===== src/sv/jsu_pkg.sv =====
package jsu_pkg;

    localparam int CountWidthDefault = 16;
    localparam int ByteWidth         = 8;
    localparam int WrittenWidth      = 16;
    localparam int CfgIndexWidth     = 3;
    localparam int CfgDataWidth      = 8;

    // configuration register indexes
    localparam logic [CfgIndexWidth-1:0] CfgUtf8Mode       = 3'd0;
    localparam logic [CfgIndexWidth-1:0] CfgUtf8Substitute = 3'd1;
    localparam logic [CfgIndexWidth-1:0] CfgFilterEnable   = 3'd2;
    localparam logic [CfgIndexWidth-1:0] CfgBackspaceCode  = 3'd3;
    localparam logic [CfgIndexWidth-1:0] CfgFormfeedCode   = 3'd4;
    localparam logic [CfgIndexWidth-1:0] CfgReturnCode     = 3'd5;
    localparam logic [CfgIndexWidth-1:0] CfgTabCode        = 3'd6;

    // utf-8 lead byte masks and patterns
    localparam logic [7:0] Lead2Mask = 8'b1110_0000;
    localparam logic [7:0] Lead2Code = 8'b1100_0000;
    localparam logic [7:0] Lead3Mask = 8'b1111_0000;
    localparam logic [7:0] Lead3Code = 8'b1110_0000;
    localparam logic [7:0] Lead4Mask = 8'b1111_1000;
    localparam logic [7:0] Lead4Code = 8'b1111_0000;

    // characters
    localparam logic [7:0] CharTilde     = 8'h7E;
    localparam logic [7:0] CharBackslash = 8'h5C;
    localparam logic [7:0] CharQuote     = 8'h22;
    localparam logic [7:0] CharNewline   = 8'h0A;
    localparam logic [7:0] CharAmp       = 8'h26;
    localparam logic [7:0] CharSpace     = 8'h20;
    localparam logic [7:0] LetterB       = 8'h62;
    localparam logic [7:0] LetterF       = 8'h66;
    localparam logic [7:0] LetterN       = 8'h6E;
    localparam logic [7:0] LetterR       = 8'h72;
    localparam logic [7:0] LetterT       = 8'h74;

    localparam logic [7:0] ResetSubstitute = 8'd63;
    localparam logic [7:0] ResetBackspace  = 8'd8;
    localparam logic [7:0] ResetFormfeed   = 8'd12;
    localparam logic [7:0] ResetReturn     = 8'd13;
    localparam logic [7:0] ResetTab        = 8'd9;

    typedef struct packed {
        logic                    char_valid;
        logic [ByteWidth-1:0]    out_char;
        logic                    end_of_string;
        logic [WrittenWidth-1:0] written_count;
    } result_t;

    function automatic logic is_printable(input logic [7:0] b);
        return (b >= CharSpace) && (b <= CharTilde) && (b != CharAmp);
    endfunction

endpackage


===== src/sv/json_string_unescape.sv =====
// each accepted byte's result is registered into the output slot, or into the skid
// slot while m_tready is low; throughput: one byte per cycle while s_tready is high,
// a two-entry output stage lets input continue while a result waits for m_tready
// reset: synchronous active-low aresetn clears the escape and skip state, the
// character count, both output slots, and loads the register defaults
module json_string_unescape #(
    parameter int COUNT_WIDTH = jsu_pkg::CountWidthDefault
) (
    input  logic                               aclk,
    input  logic                               aresetn,
    input  logic                               s_tvalid,
    output logic                               s_tready,
    input  logic [jsu_pkg::ByteWidth-1:0]      s_tdata,   // [7:0] in_byte
    input  logic                               s_tlast,   // in_last
    output logic                               m_tvalid,
    input  logic                               m_tready,
    output logic [23:0]                        m_tdata,   // [7:0] out_char, [23:8] written_count
    output logic                               m_tuser,   // [0] char_valid
    output logic                               m_tlast,   // end_of_string
    input  logic                               cfg_valid,
    output logic                               cfg_ready,
    input  logic [jsu_pkg::CfgIndexWidth-1:0]  cfg_index,
    input  logic [jsu_pkg::CfgDataWidth-1:0]   cfg_data
);
    import jsu_pkg::*;

    logic       utf8_mode_reg;
    logic [7:0] utf8_substitute_reg;
    logic       filter_enable_reg;
    logic [7:0] backspace_code_reg;
    logic [7:0] formfeed_code_reg;
    logic [7:0] return_code_reg;
    logic [7:0] tab_code_reg;

    logic                   escape_pending_reg, escape_pending_next;
    logic [1:0]             skip_remaining_reg, skip_remaining_next;
    logic [COUNT_WIDTH-1:0] char_count_reg, char_count_next;

    logic                        valid_c;
    logic [7:0]                  char_c;
    logic [COUNT_WIDTH-1:0]      count_c;
    logic [COUNT_WIDTH+15:0]     count_ext;
    result_t                     result_c;

    result_t out_reg, skid_reg;
    logic    out_valid_reg, skid_valid_reg;
    logic    s_accept;

    assign cfg_ready = 1'b1;
    assign s_tready  = !skid_valid_reg;
    assign s_accept  = s_tvalid && s_tready;

    always_ff @(posedge aclk) begin
        if (!aresetn) begin
            utf8_mode_reg       <= 1'b0;
            utf8_substitute_reg <= ResetSubstitute;
            filter_enable_reg   <= 1'b0;
            backspace_code_reg  <= ResetBackspace;
            formfeed_code_reg   <= ResetFormfeed;
            return_code_reg     <= ResetReturn;
            tab_code_reg        <= ResetTab;
        end else if (cfg_valid) begin
            case (cfg_index)
                CfgUtf8Mode:       utf8_mode_reg       <= cfg_data[0];
                CfgUtf8Substitute: utf8_substitute_reg <= cfg_data;
                CfgFilterEnable:   filter_enable_reg   <= cfg_data[0];
                CfgBackspaceCode:  backspace_code_reg  <= cfg_data;
                CfgFormfeedCode:   formfeed_code_reg   <= cfg_data;
                CfgReturnCode:     return_code_reg     <= cfg_data;
                CfgTabCode:        tab_code_reg        <= cfg_data;
                default: ;
            endcase
        end
    end

    // per-byte decode
    always_comb begin
        valid_c             = 1'b0;
        char_c              = '0;
        escape_pending_next = escape_pending_reg;
        skip_remaining_next = skip_remaining_reg;
        if (skip_remaining_reg != 2'd0) begin
            skip_remaining_next = skip_remaining_reg - 2'd1;
        end else if (escape_pending_reg) begin
            escape_pending_next = 1'b0;
            valid_c = 1'b1;
            case (s_tdata)
                LetterB:       char_c = backspace_code_reg;
                LetterF:       char_c = formfeed_code_reg;
                LetterR:       char_c = return_code_reg;
                LetterT:       char_c = tab_code_reg;
                LetterN:       char_c = CharNewline;
                CharQuote:     char_c = CharQuote;
                CharBackslash: char_c = CharBackslash;
                default:       valid_c = 1'b0;
            endcase
        end else if (utf8_mode_reg && s_tdata[7]) begin
            valid_c = 1'b1;
            if ((s_tdata & Lead2Mask) == Lead2Code) begin
                char_c = utf8_substitute_reg;
                skip_remaining_next = 2'd1;
            end else if ((s_tdata & Lead3Mask) == Lead3Code) begin
                char_c = utf8_substitute_reg;
                skip_remaining_next = 2'd2;
            end else if ((s_tdata & Lead4Mask) == Lead4Code) begin
                char_c = utf8_substitute_reg;
                skip_remaining_next = 2'd3;
            end else begin
                char_c = CharTilde;
            end
        end else if (s_tdata == CharBackslash) begin
            escape_pending_next = 1'b1;
        end else if (!filter_enable_reg || is_printable(s_tdata)) begin
            valid_c = 1'b1;
            char_c  = s_tdata;
        end

        count_c = char_count_reg;
        if (valid_c && (char_count_reg != {COUNT_WIDTH{1'b1}})) begin
            count_c = char_count_reg + {{(COUNT_WIDTH-1){1'b0}}, 1'b1};
        end
        count_ext = {16'd0, count_c};

        result_c.char_valid    = valid_c;
        result_c.out_char      = char_c;
        result_c.end_of_string = s_tlast;
        result_c.written_count = count_ext[15:0];

        char_count_next = count_c;
        if (s_tlast) begin
            escape_pending_next = 1'b0;
            skip_remaining_next = 2'd0;
            char_count_next     = '0;
        end
    end

    always_ff @(posedge aclk) begin
        if (!aresetn) begin
            escape_pending_reg <= 1'b0;
            skip_remaining_reg <= 2'd0;
            char_count_reg     <= '0;
        end else if (s_accept) begin
            escape_pending_reg <= escape_pending_next;
            skip_remaining_reg <= skip_remaining_next;
            char_count_reg     <= char_count_next;
        end
    end

    // output register with skid slot
    always_ff @(posedge aclk) begin
        if (!aresetn) begin
            out_valid_reg  <= 1'b0;
            skid_valid_reg <= 1'b0;
        end else if (skid_valid_reg) begin
            if (m_tready) begin
                out_reg        <= skid_reg;
                skid_valid_reg <= 1'b0;
            end
        end else if (s_accept) begin
            if (!out_valid_reg || m_tready) begin
                out_reg       <= result_c;
                out_valid_reg <= 1'b1;
            end else begin
                skid_reg       <= result_c;
                skid_valid_reg <= 1'b1;
            end
        end else if (m_tready) begin
            out_valid_reg <= 1'b0;
        end
    end

    assign m_tvalid = out_valid_reg;
    assign m_tdata  = {out_reg.written_count, out_reg.out_char};
    assign m_tuser  = out_reg.char_valid;
    assign m_tlast  = out_reg.end_of_string;

endmodule


===== config.mk =====
export PLATFORM = sky130hd
export DESIGN_NAME = json_string_unescape
export DESIGN_NICKNAME = d
export VERILOG_FILES = /design/src/sv/jsu_pkg.sv /design/src/sv/json_string_unescape.sv
export SDC_FILE = /design/constraint.sdc
export NUM_CORES = 1
export LEC_CHECK = 0
export BUFFER_PORTS_ARGS = -buffer_cell sky130_fd_sc_hd__buf_2
export CORE_UTILIZATION = 50
export CTS_CLUSTER_SIZE = 8
export DETAILED_ROUTE_END_ITERATION = 10
export GPL_ROUTABILITY_DRIVEN = 0
export HOLD_SLACK_MARGIN = 0.05
export PLACE_DENSITY_LB_ADDON = 0.08
export SYNTH_ARGS = -nofsm -noshare
export SYNTH_HDL_FRONTEND = slang
export SYNTH_SLANG_ARGS = --single-unit

===== constraint.sdc =====
create_clock -name aclk -period 2.6 [get_ports aclk]
set_input_delay 0.13 -clock aclk [delete_from_list [all_inputs] [get_ports aclk]]
set_output_delay 0.13 -clock aclk [all_outputs]
set_load 0.005 [all_outputs]

==> out/metrics.csv <==
metric,value,unit
async_reset_ff_share,0,%
outcome,completed,
routed_wire_length_per_instance,17.1,um
wire_length_of_the_first_global_routing_pass,22.1,mm
max_clock_freq,435,MHz
r2r.worst_path.cells,5,
yosysWarningCount,0,
power.leakage,0.00250,uW
post_route_cells_drive_above_1_share,23.4,%
cellPowerDensity,681,nW/um2
post_synth_inst_count,565,
fp.dieH,108,um
synth_seq_cells,115,
cts_num_sinks,115,
vdd_drop_max,0.578,mV
setup_slack_reg_to_reg,0.30,ns
critical_path_class,reg2reg,
drv_slew,0,
n_fill_cell,927,
maxCapViolations,0,
fin_nets,675,
seqCellArea,2820,um2
finClkSkew,0.00768,ns
max-slew-margin-rel,32.7,%
critical_path.max_fanout,9,
largest_net_degree_at_the_start_of_global_routing,51,
ys_seq_area_share,50.7,%
placement_setup_slack,-0.00761,ns
number_of_cts_inserted_buffers,17,
place_hpwl,9.59,mm
detailroute.via_count,4577,
post-route-worst-setup-slack,0.304,ns
worst_setup_hold_path_clk_slew,0.06,ns
synthesis.area,5570,um2
hold_viol_final,0,
fin_crit_sh,88.3,%
die_width,108,um
diodes,0,
tns,0,ns
htree_num_levels,4,
area_of_the_multi_input_gates,2580,um2
synth_area_per_cell,9.86,um2
clk_root_buffer_cell,clkbuf_8,
hold-path-cell-count,4,
firstDrtPassIters,6,
met3_usage,5.45,%
grt_most_used_layer,met2,
startpoint_type,flip-flop,
core.rowCount,38,
num_io_pins,54,
drt_iter0_markers,391,
cp.required,2.89,ns
routed_wirelength,13.7,mm
min_period,2.30,ns
cts_tree,done,
worst-slew-pin-transition,1.00,ns
unrepaired_setup_endpoints_after_global_routing,false,
antenna_violating_nets_post_route,0,
type_of_element_capturing_the_critical_path,flip-flop,
distinct_cells_synth,70,
design.die.area,11600,um2
final-setup-viol-count,0,
drt-vias-per-instance,5.71,
grt_util_met2,43.8,%
clock_path_buffers,2,
grt_pass1_vias,4456,
gr-usage-all-layers,25.3,%
syn_nets,591,
synth-main-ff-cell,dfxtp_1,
number_of_enable_type_register_cells_in_the_synthesized_netlist,52,
core_region_area,10800,um2
global_route.overflow_total,0,
classification_of_the_worst_slack_hold_path,in2reg,
crit_arrival,2.58,ns
route.detailed.drc,0,
number_of_antenna_violations_at_the_first_check_in_global_routing,0,
initial_utilization,51.4,%
area_growth,22.7,%
global_route_track_usage_on_met1,30.1,%
number_of_flip_flops_in_the_largest_register,26,
placement.io_buffers,52,
worst_skew_pair.late_latency,0.54,ns
-- placed cells by master, fill, tap and decap left out, drive strengths merged, types with 3 or more instances in the layout --
cell type / Yosys / routed
and4: 3 / 3
and3: 3 / 3
nor2: 21 / 21
nor3b: 3 / 3
or3: 4 / 4
inv: 9 / 14
dlygate4sd3: 0 / 12
a222oi: 4 / 4
a211oi: 3 / 3
a31oi: 6 / 6
edfxtp: 52 / 52
mux2: 25 / 25
and2: 6 / 6
nor4: 8 / 8
nand4b: 3 / 3
a21boi: 28 / 28
dfxtp: 63 / 63
xnor2: 12 / 12
o21ai: 17 / 17
mux2i: 3 / 3
clkinv: 0 / 3
nor4b: 3 / 3
nand4: 8 / 8
clkinvlp: 0 / 3
nor3: 11 / 11
or4b: 3 / 3
clkbuf: 24 / 20
a221oi: 6 / 6
nand2b: 9 / 9
a21oi: 14 / 14
nand2: 111 / 111
xor2: 3 / 3
a41oi: 3 / 3
nand3: 35 / 35
o21a: 3 / 3
nor2b: 10 / 10
o22ai: 4 / 4
o31ai: 6 / 6
buf: 7 / 84
-- Yosys cell counts (all sizes together) (4+ instances only) --
cell type | instances | area [um2]
nand4 | 8 | 50.1
inv | 9 | 33.8
o21ai | 17 | 96.4
a21oi | 14 | 70.1
nor2 | 21 | 78.8
o31ai | 6 | 58.8
clkbuf | 24 | 90.1
a221oi | 6 | 52.6
nor4 | 8 | 62.6
edfxtp | 52 | 1560
buf | 7 | 43.8
and2 | 6 | 37.5
nand3 | 35 | 175
nor2b | 10 | 62.6
a222oi | 4 | 40.0
a21boi | 28 | 210
o22ai | 4 | 25.0
nand2b | 9 | 56.3
mux2 | 25 | 289
dfxtp | 63 | 1260
a31oi | 6 | 37.5
nor3 | 11 | 60.1
xnor2 | 12 | 105
nand2 | 111 | 417
or3 | 4 | 25.0
-- metrics by stage --
step / instances / power (uW) / area, um2 / utilization (%) / hold WS, ns
after floorplan: 565 / 2220 / 5570 / - / 0.229
after global placement: 758 / 2340 / 6110 / 56.4 / 0.409
final: 802 / 4650 / 6830 / 63.0 / 0.122
after global routing: 802 / 4800 / 6830 / 63.0 / 0.134
after detailed placement: 758 / 2350 / 6110 / 56.4 / 0.416
after CTS: 802 / 4680 / 6830 / 63.0 / 0.106
-- worst max-delay path: stages (launching register included) --
cell	delay, ns
dfxtp_1	0.50
and4_1	0.27
nand4_1	0.16
or4_4	0.54
mux2_4	0.31
mux2_4	0.25
-- timing repair --
action / 4_1_cts / 5_1_grt
setup buffers: 0 / 0
hold buffers: 12 / 0
gates resized for setup: 0 / 0
endpoints found under the hold margin: 49 / 0
-- path summary, 6_finish.rpt --
check	end	start
setup / recovery	m_tdata[22]$_DFFE_PP_	char_count_reg[3]$_SDFFE_PN0P_
hold reg to reg	tab_code_reg[1]$_SDFFE_PN0P_	tab_code_reg[1]$_SDFFE_PN0P_
setup reg to reg	m_tdata[22]$_DFFE_PP_	char_count_reg[3]$_SDFFE_PN0P_
hold / removal	skip_remaining_reg[0]$_SDFFE_PN0P_	s_tvalid
-- per-layer routing --
| metal | vias up | wire length [um] |
|---|---|---|
| met1 | 2169 | 5820 |
| met3 | 23 | 633 |
| met2 | 128 | 7030 |
| met5 | - | 0 |
| li1 | 2257 | - |
| met4 | 0 | 209 |
-- final cells by class --
cell class | count | area share, %
Multi-Input combinational cell | 410 | 37.7
Timing Repair Buffer | 96 | 9.08
Clock buffer | 20 | 7.16
Inverter | 9 | 0.494
Tap cell | 140 | 2.56
Sequential cell | 115 | 41.3
Clock inverter | 12 | 1.67
-- power breakdown --
part | internal [uW] | switching (uW)
sequential | 1960 | 29.4
combinational | 154 | 187
clock | 1450 | 878
-- cell families after synthesis --
group | synth area share (%)
AND/OR/NAND/NOR | 22.4
other | 0.0673
AO/OA/AOI/OAI | 15.5
multiplexers | 5.73
flip-flops | 50.7
XOR/XNOR | 2.36
buffers and inverters | 3.01
adder cells (fa/ha/maj) | 0.225
No activity file was read; power rests on OpenSTA's default activity.
